### config.mk
export PLATFORM = sky130hd
export DESIGN_NAME = crc_checked_page_receiver
export DESIGN_NICKNAME = d
export VERILOG_FILES = /design/src/rtl/crcpr_pkg.sv /design/src/rtl/crcpr_queue.sv /design/src/rtl/crcpr_front.sv /design/src/rtl/crcpr_back.sv /design/src/rtl/crc_checked_page_receiver.sv
export SDC_FILE = /design/constraint.sdc
export NUM_CORES = 1
export LEC_CHECK = 0
export BUFFER_PORTS_ARGS = -buffer_cell sky130_fd_sc_hd__buf_2
export CORE_MARGIN = 2
export CORE_UTILIZATION = 25
export CTS_BUF_LIST = sky130_fd_sc_hd__clkbuf_16
export DETAILED_ROUTE_END_ITERATION = 12
export GPL_TIMING_DRIVEN = 0
export HOLD_SLACK_MARGIN = 0.12
export SLEW_MARGIN = 20
export SYNTH_ARGS = -nofsm -noshare
export SYNTH_HDL_FRONTEND = slang
export SYNTH_SLANG_ARGS = --single-unit
### constraint.sdc
create_clock -name clk -period 10.1 [get_ports clk]
set_input_delay 0.505 -clock clk [delete_from_list [all_inputs] [get_ports clk]]
set_output_delay 0.505 -clock clk [all_outputs]
set_load 0.01 [all_outputs]
### src/rtl/crcpr_pkg.sv
// Package: constants, types and the CRC step of the page receiver.
package crcpr_pkg;

  localparam int PAGE_BYTES = 512;
  localparam int MAX_PAGES  = 64;
  localparam int CNT_W      = $clog2(PAGE_BYTES + 2);
  localparam int PG_W       = 6;
  localparam int LIM_W      = 7;
  localparam int GRP_SZ     = 8;
  localparam int OFF_W      = $clog2(GRP_SZ);
  localparam int NGRP       = MAX_PAGES / GRP_SZ;
  localparam int GRP_W      = $clog2(NGRP);

  localparam logic [LIM_W-1:0] TP_RESET = LIM_W'(MAX_PAGES);
  localparam logic [15:0]      CRC_POLY = 16'h1021;

  typedef enum logic [1:0] {
    K_OK   = 2'd0,
    K_BAD  = 2'd1,
    K_REQ  = 2'd2,
    K_DONE = 2'd3
  } kind_t;

  // front -> back event
  typedef struct packed {
    logic start;
    logic good;
  } ev_t;

  // back -> front verdict status
  typedef struct packed {
    logic valid;
    logic active;
  } resp_t;

  typedef struct packed {
    kind_t           kind;
    logic [PG_W-1:0] page;
    logic            last;
  } res_t;

  // CRC-16/XMODEM, one byte, MSB first
  function automatic logic [15:0] crc_update(input logic [15:0] crc, input logic [7:0] b);
    logic [15:0] c;
    c = crc ^ {b, 8'h00};
    for (int k = 0; k < 8; k++) begin
      if (c[15]) begin
        c = {c[14:0], 1'b0} ^ CRC_POLY;
      end else begin
        c = {c[14:0], 1'b0};
      end
    end
    return c;
  endfunction

endpackage

### src/rtl/crcpr_queue.sv
// Two-entry event queue between the byte front end and the page sequencer.
module crcpr_queue
  import crcpr_pkg::*;
(
  input  logic clk,
  input  logic rst_n,
  input  logic push,
  input  ev_t  push_ev,
  output logic full,
  input  logic pop,
  output ev_t  pop_ev,
  output logic empty
);

  ev_t        mem_r [2];
  logic       wp_r;
  logic       rp_r;
  logic [1:0] cnt_r;

  assign full   = (cnt_r == 2'd2);
  assign empty  = (cnt_r == 2'd0);
  assign pop_ev = mem_r[rp_r];

  always_ff @(posedge clk) begin
    if (push) begin
      mem_r[wp_r] <= push_ev;
    end
  end

  always_ff @(posedge clk) begin
    if (!rst_n) begin
      wp_r  <= 1'b0;
      rp_r  <= 1'b0;
      cnt_r <= 2'd0;
    end else begin
      if (push) begin
        wp_r <= ~wp_r;
      end
      if (pop) begin
        rp_r <= ~rp_r;
      end
      unique case ({push, pop})
        2'b10:   cnt_r <= cnt_r + 2'd1;
        2'b01:   cnt_r <= cnt_r - 2'd1;
        default: cnt_r <= cnt_r;
      endcase
    end
  end

endmodule

### src/rtl/crcpr_front.sv
// Front end: takes bytes, runs the page CRC and posts start and page-end events.
module crcpr_front
  import crcpr_pkg::*;
(
  input  logic       clk,
  input  logic       rst_n,
  input  logic       in_valid,
  output logic       in_stall,
  input  logic       in_mode,
  input  logic [7:0] in_data_byte,
  input  logic       q_full,
  output logic       q_push,
  output ev_t        q_ev,
  input  resp_t      resp
);

  logic             active_r;
  logic             wait_r;
  logic [CNT_W-1:0] cnt_r;
  logic [15:0]      crc_r;
  logic [7:0]       lowb_r;
  logic             acc;
  logic             page_end;

  assign in_stall = wait_r | q_full;
  assign acc      = in_valid & ~in_stall;
  assign page_end = acc & ~in_mode & active_r & (cnt_r > CNT_W'(PAGE_BYTES));

  assign q_push     = acc & (in_mode | page_end);
  assign q_ev.start = in_mode;
  assign q_ev.good  = ({in_data_byte, lowb_r} == crc_r);

  always_ff @(posedge clk) begin
    if (!rst_n) begin
      active_r <= 1'b0;
      wait_r   <= 1'b0;
      cnt_r    <= '0;
      crc_r    <= '0;
      lowb_r   <= '0;
    end else begin
      if (resp.valid) begin
        wait_r   <= 1'b0;
        active_r <= resp.active;
      end
      if (acc) begin
        if (in_mode) begin
          active_r <= 1'b1;
          cnt_r    <= '0;
          crc_r    <= '0;
          lowb_r   <= '0;
        end else if (active_r) begin
          if (cnt_r < CNT_W'(PAGE_BYTES)) begin
            crc_r <= crc_update(crc_r, in_data_byte);
            cnt_r <= cnt_r + CNT_W'(1);
          end else if (cnt_r == CNT_W'(PAGE_BYTES)) begin
            lowb_r <= in_data_byte;
            cnt_r  <= cnt_r + CNT_W'(1);
          end else begin
            // last CRC byte: hold input until the sequencer decides
            cnt_r  <= '0;
            crc_r  <= '0;
            lowb_r <= '0;
            wait_r <= 1'b1;
          end
        end
      end
    end
  end

endmodule

### src/rtl/crcpr_back.sv
// Page sequencer: failure map, retransmit search and the result register.
module crcpr_back
  import crcpr_pkg::*;
(
  input  logic             clk,
  input  logic             rst_n,
  input  logic [LIM_W-1:0] total_pages,
  input  logic             q_empty,
  input  ev_t              q_ev,
  output logic             q_pop,
  output resp_t            resp,
  output logic             out_valid,
  input  logic             out_stall,
  output res_t             out_res
);

  typedef enum logic [1:0] {ST_WAIT, ST_SEARCH, ST_EMIT2} st_t;
  typedef enum logic [1:0] {PH_IDLE, PH_FIRST, PH_RETRY, PH_DONE} phase_t;

  st_t              st_r;
  phase_t           phase_r;
  logic [PG_W-1:0]  cur_r;
  logic [MAX_PAGES-1:0] failed_r;
  logic [LIM_W-1:0] from_r;
  logic [GRP_W-1:0] grp_r;
  res_t             hold_r;
  res_t             out_res_r;
  logic             out_valid_r;
  resp_t            resp_r;

  logic [LIM_W-1:0] lim;
  logic [LIM_W-1:0] cur_inc;
  logic             out_free;
  logic [GRP_SZ-1:0] hit;
  logic             found;
  logic [OFF_W-1:0] pos;
  logic [LIM_W-1:0] nb;
  logic             last_grp;

  assign out_valid = out_valid_r;
  assign out_res   = out_res_r;
  assign resp      = resp_r;

  always_comb begin
    if (total_pages == '0) begin
      lim = LIM_W'(1);
    end else if (total_pages > LIM_W'(MAX_PAGES)) begin
      lim = LIM_W'(MAX_PAGES);
    end else begin
      lim = total_pages;
    end
  end

  assign cur_inc  = LIM_W'(cur_r) + LIM_W'(1);
  assign out_free = ~out_valid_r | ~out_stall;
  assign q_pop    = (st_r == ST_WAIT) & ~q_empty & (q_ev.start | out_free);

  // one group of the failure map per cycle
  always_comb begin
    for (int k = 0; k < GRP_SZ; k++) begin
      hit[k] = failed_r[{grp_r, OFF_W'(k)}]
             & (LIM_W'({grp_r, OFF_W'(k)}) >= from_r)
             & (LIM_W'({grp_r, OFF_W'(k)}) < lim);
    end
    pos = '0;
    for (int k = GRP_SZ - 1; k >= 0; k--) begin
      if (hit[k]) begin
        pos = OFF_W'(k);
      end
    end
  end

  assign found    = |hit;
  assign nb       = LIM_W'({grp_r, OFF_W'(0)}) + LIM_W'(GRP_SZ);
  assign last_grp = (nb >= lim);

  always_ff @(posedge clk) begin
    if (!rst_n) begin
      st_r        <= ST_WAIT;
      phase_r     <= PH_IDLE;
      cur_r       <= '0;
      failed_r    <= '0;
      from_r      <= '0;
      grp_r       <= '0;
      out_valid_r <= 1'b0;
      resp_r      <= '0;
    end else begin
      resp_r.valid <= 1'b0;
      if (out_valid_r && !out_stall) begin
        out_valid_r <= 1'b0;
      end
      unique case (st_r)
        ST_WAIT: begin
          if (q_pop) begin
            if (q_ev.start) begin
              failed_r <= '0;
              phase_r  <= PH_FIRST;
              cur_r    <= '0;
            end else if (phase_r == PH_FIRST) begin
              if (!q_ev.good) begin
                failed_r[cur_r] <= 1'b1;
              end
              out_valid_r    <= 1'b1;
              out_res_r.kind <= q_ev.good ? K_OK : K_BAD;
              out_res_r.page <= cur_r;
              if (cur_inc < lim) begin
                out_res_r.last <= 1'b1;
                cur_r          <= cur_inc[PG_W-1:0];
                resp_r         <= '{valid: 1'b1, active: 1'b1};
              end else begin
                out_res_r.last <= 1'b0;
                from_r         <= '0;
                grp_r          <= '0;
                st_r           <= ST_SEARCH;
              end
            end else begin
              out_valid_r    <= 1'b1;
              out_res_r.page <= cur_r;
              out_res_r.last <= 1'b0;
              if (!q_ev.good) begin
                out_res_r.kind <= K_BAD;
                hold_r         <= '{kind: K_REQ, page: cur_r, last: 1'b1};
                resp_r         <= '{valid: 1'b1, active: 1'b1};
                st_r           <= ST_EMIT2;
              end else begin
                out_res_r.kind  <= K_OK;
                failed_r[cur_r] <= 1'b0;
                from_r          <= cur_inc;
                grp_r           <= cur_inc[PG_W-1:OFF_W];
                st_r            <= ST_SEARCH;
              end
            end
          end
        end
        ST_SEARCH: begin
          if (found) begin
            phase_r <= PH_RETRY;
            cur_r   <= {grp_r, pos};
            hold_r  <= '{kind: K_REQ, page: {grp_r, pos}, last: 1'b1};
            resp_r  <= '{valid: 1'b1, active: 1'b1};
            st_r    <= ST_EMIT2;
          end else if (last_grp) begin
            phase_r <= PH_DONE;
            cur_r   <= '0;
            hold_r  <= '{kind: K_DONE, page: '0, last: 1'b1};
            resp_r  <= '{valid: 1'b1, active: 1'b0};
            st_r    <= ST_EMIT2;
          end else begin
            grp_r <= grp_r + GRP_W'(1);
          end
        end
        ST_EMIT2: begin
          if (out_free) begin
            out_valid_r <= 1'b1;
            out_res_r   <= hold_r;
            st_r        <= ST_WAIT;
          end
        end
        default: st_r <= ST_WAIT;
      endcase
    end
  end

endmodule

### src/rtl/crc_checked_page_receiver.sv
// Top level of the CRC-checked page receiver.
// An image arrives as total_pages pages of 512 data bytes, each followed by
// its CRC-16/XMODEM (poly 0x1021, init 0), low byte first. in_mode = 1 starts
// a new transfer and clears the failure map; data bytes outside a transfer
// are taken and dropped. The last CRC byte of each page yields an ok/bad
// verdict transaction. After the first pass every failed page is requested
// in ascending order (a retransmit request transaction), and a page that
// fails again is requested again; when none is left a done transaction
// follows. out_last marks the final result caused by one input byte.
// Rate: one byte per clock when in_stall is low. At each page end the input
// stalls while the sequencer decides, and longer when the failure map is
// scanned (8 map bits per cycle, 64 pages). A held result under out_stall
// lengthens the page-end stall. The front end (CRC, byte count) and the
// sequencer (failure map, search, result register) are split by a two-entry
// event queue. total_pages of 0 counts as 1, above 64 as 64; write it only
// while no transaction is pending.
module crc_checked_page_receiver
  import crcpr_pkg::*;
(
  input  logic                 clk,
  input  logic                 rst_n,
  input  logic                 cfg_we,
  input  logic [LIM_W-1:0]     cfg_wdata,
  input  logic                 in_valid,
  output logic                 in_stall,
  input  logic                 in_mode,
  input  logic [7:0]           in_data_byte,
  output logic                 out_valid,
  input  logic                 out_stall,
  output logic [1:0]           out_kind,
  output logic [PG_W-1:0]      out_page_index,
  output logic                 out_last
);

  logic [LIM_W-1:0] total_pages_r;
  logic             q_push;
  logic             q_pop;
  logic             q_full;
  logic             q_empty;
  ev_t              push_ev;
  ev_t              pop_ev;
  resp_t            resp;
  res_t             res;

  // page-count register
  always_ff @(posedge clk) begin
    if (!rst_n) begin
      total_pages_r <= TP_RESET;
    end else if (cfg_we) begin
      total_pages_r <= cfg_wdata;
    end
  end

  crcpr_front u_front (
    .clk          (clk),
    .rst_n        (rst_n),
    .in_valid     (in_valid),
    .in_stall     (in_stall),
    .in_mode      (in_mode),
    .in_data_byte (in_data_byte),
    .q_full       (q_full),
    .q_push       (q_push),
    .q_ev         (push_ev),
    .resp         (resp)
  );

  crcpr_queue u_queue (
    .clk     (clk),
    .rst_n   (rst_n),
    .push    (q_push),
    .push_ev (push_ev),
    .full    (q_full),
    .pop     (q_pop),
    .pop_ev  (pop_ev),
    .empty   (q_empty)
  );

  crcpr_back u_back (
    .clk         (clk),
    .rst_n       (rst_n),
    .total_pages (total_pages_r),
    .q_empty     (q_empty),
    .q_ev        (pop_ev),
    .q_pop       (q_pop),
    .resp        (resp),
    .out_valid   (out_valid),
    .out_stall   (out_stall),
    .out_res     (res)
  );

  assign out_kind       = res.kind;
  assign out_page_index = res.page;
  assign out_last       = res.last;

endmodule

== Word-level counts from Yosys, hierarchy flattened ==
Memory sizes are Yosys's and may differ from the RTL's. A register that Yosys moved wholly into a read port is not among the register bits.
Index checks and enable logic that the tools add are counted.
Word-level totals
  register bits after elaboration: 152
  bits in writable memories: 4
  output and inout bits: 11
  word-level logic and storage cells: 321
  memories: 1
Memory list
  u_queue.mem_r: words 2, bits a word 2, read ports 1, clocked after memory_dff 1, write ports 1, line crcpr_queue.sv:15  | ev_t mem_r [2];
Cells by class
  add/sub/neg operators: 6
  magnitude comparators: 31
  eq/ne operators: 27
  muxes and demuxes: 160
  bitwise gates (word level): 47
  reduce and logical (&&, ||, !) cells: 25
Operators with widths (number)
  $mux W16: 39
  $mux W64: 4
  $mux W13: 8
  $mux W9: 9
  $and A64 B64 Y64: 1
  $not A64 Y64: 1
  $or A64 B64 Y64: 1
  $lt A6 B7 Y1 const B: 9
  $ge A6 B7 Y1: 8
  $lt A6 B7 Y1: 8
  $mux W3: 15
  $mux W10: 4
  $mux W2: 19
  $mux W6: 6
  $pmux W9 S2: 2
  $mux W7: 5
  $mux W8: 4
  $mux W1: 29
  $bmux W1 S3: 8
  $not A3 Y3: 8
  $and A1 B1 Y1: 23
  $reduce_and A5 Y1: 4
  $eq A16 B16 Y1: 1
  $ne A2 B2 Y1 const B: 8
  40 further kinds: 72

== Longest topological paths before layout ==
Gate-level depths: netlist of run 1.
  depth in word-level cells: 55
  gate-level depth with buffers: 14

== Modules after synthesis ==
From an unflattened synthesis of run 1, not the netlist that was laid out.
Second synthesis, totals
  cells, all modules: 1018
  area, all modules: 8639.5 µm²
Modules (own cells, without submodules)
  crcpr_back: instances 1, cells each 777, area each 6183.4 µm², seq. area each 2222.1 µm²
  crcpr_front: instances 1, cells each 191, area each 1834.3 µm², seq. area each 720.7 µm²
  crcpr_queue: instances 1, cells each 28, area each 359.1 µm², seq. area each 220.2 µm²
  crc_checked_page_receiver: instances 1, cells each 22, area each 262.8 µm², seq. area each 140.1 µm²

== Worst setup path before layout of run 1 ==
No wires, ideal clock.
  kind: register to register
  from: reg u_back.grp_r[0]
  to: reg u_back.hold_r[1] (netlist bit), enable pin
  data arrival time: 2972 ps
  data required time: 9718 ps
  setup slack: 6745 ps
  cell stages (with the launch flop): 11
  path through: dfxtp_1 -> clkbuf_1 -> inv_1 -> ha_1 -> nand4b_1 -> nand2b_1 -> a221oi_1 -> a21boi_4 -> nand4bb_4 -> nor3_1 -> nor3_1
On the way
  cells in the longest elaborated chain, start to end: 7
  elaborated cells on any way between the ends: 53
  those cells by class: add/sub: 1; order compare: 17; eq/ne: 1; mux: 16; bitwise: 16; reduce/logical: 2
Ends and longest elaborated chain
  from (decl): line crcpr_back.sv:25  | logic [GRP_W-1:0] grp_r;
  from (signal assigned): line crcpr_back.sv:129  | grp_r <= cur_inc[PG_W-1:OFF_W];
  from (signal assigned): line crcpr_back.sv:149  | grp_r <= grp_r + GRP_W'(1);
  parallel branches: the longest is 5 deep, another holds $add A6 B4 Y7
  $ne A3 B1 Y1 (no source line) (*)
  $reduce_and A7 Y1 (no source line) (*)
  to (signal assigned): line crcpr_back.sv:122  | hold_r <= '{kind: K_REQ, page: cur_r, last: 1'b1};
  to (signal assigned): line crcpr_back.sv:139  | hold_r <= '{kind: K_REQ, page: {grp_r, pos}, last: 1'b1};
  to (signal assigned): line crcpr_back.sv:145  | hold_r <= '{kind: K_DONE, page: '0, last: 1'b1};
  to (decl): line crcpr_back.sv:26  | res_t hold_r;
Every way passes the cells marked *. The select of a mux whose other input is x is not followed.
A chain may end at the register's enable or synchronous reset.

== Worst setup path in the final report of run 1 ==
  from: reg u_back.grp_r[0]
  to: reg u_back.hold_r[1] (netlist bit), data pin
On the way
  cells in the longest elaborated chain, start to end: 14
  elaborated cells on any way between the ends: 59
  those cells by class: order compare: 16; mux: 26; bitwise: 16; reduce/logical: 1
Ends and longest elaborated chain
  parallel branches: the longest is 12 deep, another holds $ge A6 B7 Y1
  $mux W9 (*): line crcpr_back.sv:136  | if (found) begin
  $pmux W9 S2 (*): line crcpr_back.sv:92  | unique case (st_r)
Marked as above.

==> impl_metrics.json, run 1 <==
{
  "ys_ff_latch": 155,
  "postLayoutCoreUtil_pct": 29.4,
  "clk_pin_slew_ns": 0.06,
  "slew_violations": 0,
  "fin_skew_ns": 0.00926,
  "synth_area_leaders": "dfxtp_1 33%, edfxtp_1 7.3%, mux2i_1 6.2%",
  "gp_congestion": 0.908,
  "final_cells": 1452,
  "synthToLayoutAreaGrowth_pct": 16.0,
  "sequentialPowerShare_pct": 34.8,
  "timing.final.crit_share_pct": 44.5,
  "synth_nets": 990,
  "fin_area_um2": 9550,
  "hold_violations": 0,
  "fin_setup_tns_ns": 0,
  "cts_buffer_depth": 2,
  "placed_area_um2": 8950,
  "gr-total-overflow": 0,
  "p_per_area_nw_per_um2": 216,
  "synth_ff_type": "dfxtp_1",
  "clkPwrFrac_pct": 31.0,
  "htreeDepth": 4,
  "cts-resized-gates": 0,
  "swShare_pct": 36.6,
  "ctsHoldBuffers": 0,
  "viasPerCell": 4.90,
  "antenna_found_initial": 1,
  "cts-buffers-inserted": 17,
  "yosys_warnings": 0,
  "global_route.usage.total_pct": 13.9,
  "grt_pass1_vias": 6628,
  "detail_route.first_pass.iterations": 6,
  "relSlewSlack_pct": 27.4,
  "status": "complete, no violations",
  "final_common_cell": "dfxtp_1",
  "yosysTopAreaCellShare_pct": 32.8,
  "io_pins": 32,
  "dp_cells": 1419,
  "fill_cells": 3437,
  "setup_violations": 0,
  "root_buffer": "clkbuf_16",
  "critPathCaptureType": "flip-flop",
  "dp_slack_ns": 5.47,
  "core-area_um2": 32500,
  "final_nets": 1040,
  "rows": 66,
  "post_cts_buffers": 0,
  "seq_area_frac_synth_pct": 40.1,
  "die_area_um2": 34400,
  "holdWs_ns": 0.326,
  "syn_area_um2": 8230,
  "crit_type": "flip-flop to flip-flop",
  "synth.avg_cell_area_um2": 8.70,
  "vias": 7111,
  "drt-total-wl_mm": 23.3,
  "slowest_delay_ns": 0.61,
  "crit_path_top_delay_cell": "nor4bb_1",
  "syn_inst": 946,
  "cts_tree": "yes",
  "detail_route.iter0.violations": 600,
  "power.ir.vdd_worst_v": 0.000107,
  "p_switching_mw": 0.755,
  "grt_max_degree": 17,
  "worstHoldPathType": "input port to flip-flop",
  "port-buffer-count": 30,
  "p_leak_nw": 3.54,
  "routedWlPerCell_um": 16.1,
  "clock_latency_ns": 0.42,
  "clock_sinks": 155,
  "tightest_slew_ns": 1.08,
  "startpoint_type": "flip-flop",
  "worst_slack_ns": 5.60,
  "grt_first_pass_wirelength_mm": 37.3,
  "synth-edff-count": 20,
  "comb_power_share_pct": 34.2,
  "synth.distinct_cells": 73,
  "intPower_mw": 1.31,
  "max_freq_mhz": 222,
  "crit_chain": "clkbuf_1 -> inv_1 -> ha_1 -> nor4bb_1 -> a22oi_1 -> nand4_1 -> o41a_1 -> nand4bb_4 -> and2_0 -> clkbuf_1 -> nand3_1 -> o21ai_0",
  "worst_ep_required_time_ns": 10.24,
  "total_power_mw": 2.07,
  "async_flop_share_pct": 0,
  "rsz0062_at_grt": "false",
  "min_period_ns": 4.50,
  "synth.largest_area_cell": "dfxtp_1",
  "initial_utilization_pct": 25.4,
  "antenna_left": 0,
  "die_w_um": 185,
  "dpl.hpwl_mm": 17.1,
  "fp.dieH_um": 185,
  "drive_gt1_share_pct": 10.7,
  "cpMostUsedCell": "clkbuf_1",
  "most-common-layout-cells": "135 x dfxtp_1, 123 x nor2_1, 82 x nand2_1, 79 x a21oi_1, 51 x mux2i_1",
  "crit_fanout": 10,
  "crit_arrival_ns": 4.63,
  "drc": 0,
  "maxCapViolCount": 0
}
-- per-layer routing --
metal | GRT usage, % | share of wire (%) | up-vias
met2 | 21.7 | 45 | 220
met4 | 4.25 | 1.9 | 0
met3 | 2.18 | 5.9 | 36
met1 | 19.6 | 47 | 3399
li1 | - | - | 3456
met5 | 0 | 0 | -
-- registers in the layout, summed over array words and instances, names as in the netlist, 3 cells and up, named ones only --
register         flops
u_back.grp_r         3
u_front.cnt_r       10
total_pages_r        7
u_back.from_r        7
u_front.crc_r       16
u_back.failed_r     64
u_back.out_res       9
u_back.cur_r         6
u_front.lowb_r       8
u_back.hold_r        7
u_queue.mem_r        4
-- area by class of cell --
type | count | area (um2) | area share (%)
Antenna cell | 1 | 2.50 | 0.0262
Buffer | 61 | 273 | 2.86
Clock buffer | 18 | 450 | 4.72
Clock inverter | 14 | 133 | 1.39
Inverter | 21 | 78.8 | 0.825
Multi-Input combinational cell | 709 | 4600 | 48.2
Sequential cell | 155 | 3300 | 34.6
Tap cell | 442 | 553 | 5.79
Timing Repair Buffer | 31 | 155 | 1.62
-- kinds of logic (layout without fill, tap and decap cells) --
family | Yosys count | after routing | synth area share, %
flops | 155 | 155 | 40.1
fa+ha+maj | 23 | 23 | 3.50
xor+xnor | 51 | 51 | 5.43
mux | 72 | 72 | 9.76
compound gates | 186 | 186 | 14.6
other cells | 0 | 1 | 0
buf+inv | 82 | 145 | 4.27
simple gates | 377 | 377 | 22.3
-- power groups by stage --
| stage | registers [mW] | logic [mW] | clock network (mW) |
|---|---|---|---|
| after floorplan | 0.726 | 0.506 | 0 |
| after global placement | 0.731 | 0.685 | 0 |
| after detailed placement | 0.733 | 0.694 | 0 |
| after CTS | 0.719 | 0.698 | 0.649 |
| after global routing | 0.726 | 0.772 | 0.677 |
| final | 0.719 | 0.707 | 0.639 |
-- synth_stat cells (7+ instances only) --
library cell and number:
inv_1 19, nor4_1 7, xor2_1 19, nor2_1 123, a21oi_1 79, mux2_2 14, xnor2_1 32, nor2b_1 9
nand2_1 82, nor3_1 42, a211oi_1 7, and2_1 7, o21ai_0 31, a22oi_1 11, or3_1 25, ha_1 23
clkbuf_1 42, edfxtp_1 20, mux2i_1 51, buf_1 10, dfxtp_1 135, nand2b_1 15, and3_1 7, nand4_1 10
nand3_1 20
-- path summary, 6_finish.rpt --
path                      from           endpoint  slack, ns  cells past startpoint
max reg2reg    u_back.grp_r[0]   u_back.hold_r[1]       5.60                     12
min reg2reg  u_front.lowb_r[1]  u_front.lowb_r[1]       0.47                      2
min               cfg_wdata[0]   total_pages_r[0]       0.33                      3
max            u_back.grp_r[0]   u_back.hold_r[1]       5.60                     12
-- critical path, delay by kind of cell, from the launching register on --
| kind | cells | cell delay [ns] |
|---|---|---|
| compound gates | 3 | 0.65 |
| flops | 1 | 0.55 |
| simple gates | 5 | 1.41 |
| fa+ha+maj | 1 | 0.44 |
| buf+inv | 3 | 1.15 |
No activity file was read; power rests on OpenSTA's default activity.
==> run 2: changes to the inputs <==
- ABC_AREA: not set -> 1
- clock period: 10.1 -> 4.5 ns (I/O delays scaled with it)
==> impl_metrics.json, run 2 <==
{
  "syn_area_um2": 8520,
  "regMostFlops": "u_back.failed_r",
  "drc": 0,
  "min_period_ns": 3.76,
  "placed_area_um2": 9240,
  "maxCapViolCount": 0,
  "endpoint": "u_back.hold_r[3]",
  "dpl.hpwl_mm": 18.9,
  "synth.distinct_cells": 46,
  "crit_arrival_ns": 3.81,
  "most-common-layout-cells": "283 x nand2_1, 152 x inv_1, 135 x dfxtp_1, 124 x nor2_1, 81 x a21oi_1",
  "power.ir.vdd_worst_v": 0.000319,
  "r2r_setup_slack_ns": 0.74,
  "r2r-end": "u_back.hold_r[3]",
  "p_switching_mw": 2.53,
  "core-area_um2": 33500,
  "intPower_mw": 3.10,
  "io_pins": 32,
  "relSlewSlack_pct": 28.3,
  "largestRegisters": "u_back.failed_r: 64 flops, u_front.crc_r: 16 flops, u_front.cnt_r: 10 flops",
  "die_area_um2": 35600,
  "global_route.usage.total_pct": 14.8,
  "antenna_cells": 0,
  "multi_input_area_um2": 4380,
  "startpoint": "u_back.grp_r[1]",
  "clock_sinks": 155,
  "gr-total-overflow": 0,
  "drt-total-wl_mm": 25.9,
  "worstHoldPathType": "input port to flip-flop",
  "rsz0062_at_grt": "false",
  "detail_route.first_pass.iterations": 6,
  "viasPerCell": 4.88,
  "p_leak_nw": 4.03,
  "setup_violations": 0,
  "final_common_cell": "nand2_1",
  "routedWlPerCell_um": 15.0,
  "gp_congestion": 0.877,
  "sequentialPowerShare_pct": 30.4,
  "hp-start": "cfg_we",
  "synthToLayoutAreaGrowth_pct": 17.3,
  "synthTopCellsByCount": "283 x nand2_1, 151 x inv_1, 135 x dfxtp_1",
  "clkPwrFrac_pct": 25.2,
  "rows": 67,
  "ys_ff_latch": 155,
  "seq_area_frac_synth_pct": 38.8,
  "clk_pin_slew_ns": 0.07,
  "total_power_mw": 5.63,
  "cts_tree": "yes",
  "synth-edff-count": 20,
  "synth_nets": 1245,
  "r2r_start": "u_back.grp_r[1]",
  "fin_setup_tns_ns": 0,
  "synth.most_common_cell": "nand2_1",
  "final_cells": 1730,
  "final_nets": 1313,
  "grt_first_pass_wirelength_mm": 41.9,
  "cts-buffers-inserted": 17,
  "htreeDepth": 4,
  "root_buffer": "clkbuf_16",
  "port-buffer-count": 30,
  "swShare_pct": 44.9,
  "syn_inst": 1201,
  "synth_ff_type": "dfxtp_1",
  "tightest_slew_ns": 1.07,
  "drive_gt1_share_pct": 9.36,
  "status": "complete, no violations",
  "antenna_found_initial": 0,
  "ff_latch_area_um2": 3300,
  "slew_violations": 0,
  "max_freq_mhz": 266,
  "fin_skew_ns": 0.0108,
  "vias": 8436,
  "fin_area_um2": 9990,
  "grt_max_degree": 17,
  "dp_slack_ns": 0.898,
  "initial_utilization_pct": 25.4,
  "worst_ep_required_time_ns": 4.56,
  "crit_fanout": 10,
  "fill_cells": 3644,
  "synth.avg_cell_area_um2": 7.10,
  "comb_power_share_pct": 44.4,
  "yosys_warnings": 0,
  "startpoint_type": "flip-flop",
  "die_w_um": 189,
  "detail_route.iter0.violations": 710,
  "timing.final.crit_share_pct": 83.5,
  "antenna_left": 0,
  "crit_type": "flip-flop to flip-flop",
  "post_cts_buffers": 0,
  "hold_violations": 0,
  "worstRegToRegCells": 12,
  "async_flop_share_pct": 0,
  "synth.largest_area_cell": "dfxtp_1",
  "critPathCaptureType": "flip-flop",
  "yosysTopAreaCellShare_pct": 31.7,
  "largest_register_ffs": 64,
  "p_per_area_nw_per_um2": 563,
  "worst_slack_ns": 0.745,
  "clock_latency_ns": 0.44,
  "cts_buffer_depth": 2,
  "grt_pass1_vias": 7961,
  "dp_cells": 1679,
  "fp.dieH_um": 189,
  "synth_area_leaders": "dfxtp_1 32%, nand2_1 12%, edfxtp_1 7.0%"
}
[run 2: cell families (layout without fill, tap and decap cells)]
family,count (synthesis),after routing,synth area share (%)
compound gates,235,235,17.5
xor+xnor,27,27,2.77
fa+ha+maj,23,23,3.38
buf+inv,208,289,9.86
flops,155,155,38.8
simple gates,553,553,27.7
[run 2: final cells by class]
cell class              count  share of cell area [%]
plain buffers              46                    2.33
clock buffers              17                    4.26
clock inverters            15                    1.40
inverters                 162                    6.08
multi-input cells         838                    43.9
flip-flops and latches    155                    33.0
well taps                 448                    5.61
repair buffers             49                    3.41
[run 2: worst min-delay path by stage]
stage | cells after the start | endpoint | slack [ns]
final | 3 | total_pages_r[4] | 0.13
after global routing | 3 | total_pages_r[4] | 0.16
after CTS | 3 | total_pages_r[4] | 0.13
after detailed placement | 1 | flip-flop | 0.44
after global placement | 1 | u_queue.rp_r | 0.44
after floorplan | 0 | u_queue.mem_r[0][1] | 0.32
[run 2: power groups by stage]
stage | clock network [mW] | registers [mW] | logic [mW]
after floorplan | 0 | 1.72 | 1.76
after global placement | 0 | 1.73 | 2.42
after detailed placement | 0 | 1.74 | 2.44
after CTS | 1.44 | 1.71 | 2.47
after global routing | 1.51 | 1.73 | 2.80
final | 1.42 | 1.71 | 2.50
[run 2: metrics by stage]
step / hold WS [ns] / util, %
4_1_cts: 0.133 / 29.8
2_1_floorplan: 0.324 / -
3_3_place_gp: 0.435 / 27.5
6_report: 0.135 / 29.8
3_5_place_dp: 0.443 / 27.6
5_1_grt: 0.158 / 29.8
[run 2: what timing repair did]
action	4_1_cts	5_1_grt
endpoints found under the hold margin	17	0
hold buffers	19	0
resized for setup	0	0
endpoints found under the setup margin	0	0
[run 2: critical path, stage by stage (launching register included)]
cell     delay (ns)
dfxtp_1        0.73
inv_2          0.10
buf_2          0.27
nor3_1         0.39
ha_1           0.20
inv_1          0.05
nor3_1         0.26
nand4_1        0.20
nand2_1        0.11
nor2_1         0.07
nand3_4        0.14
nand2_2        0.07
nor3_1         0.75
[run 2: per-layer routing]
metal / track usage (%) / wire [um] / up-vias
met4: 6.25 / 745 / 0
met3: 3.22 / 1650 / 51
li1: - / - / 4141
met5: 0 / 0 / -
met2: 23.8 / 11800 / 271
met1: 19.2 / 11700 / 3973
==> run 3: changes to the inputs <==
- clock period: 4.5 -> 3.57 ns (I/O delays scaled with it)
==> impl_metrics.json, run 3 (same netlist as run 2, synthesis figures left out) <==
{
  "global_route.usage.total_pct": 14.8,
  "dpl.hpwl_mm": 18.9,
  "largest_register_ffs": 64,
  "clkPwrFrac_pct": 25.2,
  "dp_cells": 1679,
  "grt_max_degree": 17,
  "detail_route.first_pass.iterations": 5,
  "drc": 0,
  "drt-total-wl_mm": 25.9,
  "cts-buffers-inserted": 17,
  "htreeDepth": 4,
  "setup_violations": 0,
  "crit_fanout": 10,
  "crit_type": "flip-flop to flip-flop",
  "timing.final.crit_share_pct": 96.5,
  "swShare_pct": 45.0,
  "fin_setup_tns_ns": 0,
  "cts_tree": "yes",
  "root_buffer": "clkbuf_16",
  "relSlewSlack_pct": 23.4,
  "port-buffer-count": 30,
  "sequentialPowerShare_pct": 30.4,
  "initial_utilization_pct": 25.4,
  "comb_power_share_pct": 44.4,
  "gp_congestion": 0.877,
  "drive_gt1_share_pct": 9.42,
  "final_common_cell": "nand2_1",
  "routedWlPerCell_um": 14.9,
  "synthToLayoutAreaGrowth_pct": 17.6,
  "final_cells": 1732,
  "clock_latency_ns": 0.44,
  "die_area_um2": 35600,
  "core-area_um2": 33500,
  "regMostFlops": "u_back.failed_r",
  "clk_pin_slew_ns": 0.07,
  "clock_sinks": 155,
  "worst_slack_ns": 0.124,
  "slew_violations": 0,
  "startpoint_type": "flip-flop",
  "io_pins": 32,
  "min_period_ns": 3.45,
  "grt_first_pass_wirelength_mm": 42.0,
  "post_cts_buffers": 0,
  "power.ir.vdd_worst_v": 0.000403,
  "maxCapViolCount": 0,
  "die_w_um": 189,
  "p_per_area_nw_per_um2": 709,
  "dp_slack_ns": -0.0325,
  "cts_buffer_depth": 2,
  "fp.dieH_um": 189,
  "gr-total-overflow": 0,
  "rows": 67,
  "vias": 8397,
  "crit_arrival_ns": 3.52,
  "status": "complete, no violations",
  "critPathCaptureType": "flip-flop",
  "grt_pass1_vias": 7985,
  "final_nets": 1315,
  "rsz0062_at_grt": "false",
  "detail_route.iter0.violations": 811,
  "intPower_mw": 3.91,
  "worstHoldPathType": "input port to flip-flop",
  "max_freq_mhz": 290,
  "p_switching_mw": 3.19,
  "largestRegisters": "u_back.failed_r: 64 flops, u_front.crc_r: 16 flops, u_front.cnt_r: 10 flops",
  "p_leak_nw": 4.04,
  "antenna_left": 0,
  "worst_ep_required_time_ns": 3.64,
  "most-common-layout-cells": "283 x nand2_1, 152 x inv_1, 135 x dfxtp_1, 124 x nor2_1, 81 x a21oi_1",
  "viasPerCell": 4.85,
  "tightest_slew_ns": 1.14,
  "fin_skew_ns": 0.0101,
  "holdWs_ns": 0.147,
  "hold_violations": 0,
  "antenna_found_initial": 0,
  "antenna_cells": 0
}
[run 3: final timing paths]
path                                 startpoint  slack, ns               end  depth (start not counted)
worst min-delay path                     cfg_we       0.15  total_pages_r[0]                          3
worst max register to register  u_back.grp_r[1]       0.12  u_back.hold_r[3]                         12
worst max-delay path            u_back.grp_r[1]       0.12  u_back.hold_r[3]                         12
worst min register to register     u_queue.rp_r       0.45         flip-flop                          1
[run 3: power by group through the flow]
| stage | logic, mW | registers, mW | clock network, mW |
|---|---|---|---|
| 2_1_floorplan | 2.22 | 2.16 | 0 |
| 3_3_place_gp | 3.05 | 2.19 | 0 |
| 3_5_place_dp | 3.08 | 2.19 | 0 |
| 4_1_cts | 3.11 | 2.15 | 1.82 |
| 5_1_grt | 3.53 | 2.18 | 1.90 |
| 6_report | 3.15 | 2.16 | 1.79 |
[run 3: metal layers]
layer  vias up  wire [um]  global-route usage (%)
met5         -          0                       0
met4         0        739                    6.25
met3        52       1640                    3.22
met2       270      11800                    23.9
met1      3924      11700                    19.2
li1       4151          -                       -
[run 3: worst max-delay path: stages, from the launching register on]
cell	delay (ns)
dfxtp_1	0.75
inv_2	0.11
buf_2	0.27
nor3_1	0.39
ha_1	0.20
inv_1	0.05
nor3_1	0.26
nand4_1	0.20
nand2_1	0.11
nor2_1	0.07
nand3_4	0.15
nand2_2	0.08
nor3_2	0.44
[run 3: repair_timing]
action                                  4_1_cts  5_1_grt
hold endpoints to repair                     19        0
gates resized for setup                       1        0
endpoints found under the setup margin        7        0
hold buffers                                 21        0
[run 3: metrics by stage]
step,power [mW],utilization (%),instance area [um2]
finish,7.10,29.9,10000
global route,7.61,29.9,10000
CTS,7.09,29.9,10000
detailed placement,5.27,27.6,9240
global placement,5.23,27.5,9230
floorplan,4.38,-,8520
[run 3: layout make-up]
cell class	count	area (um2)
repair buffers	51	360
inverters	162	608
multi-input cells	838	4390
clock inverters	15	140
well taps	448	561
flip-flops and latches	155	3300
fillers	3642	23500
clock buffers	17	425
plain buffers	46	233
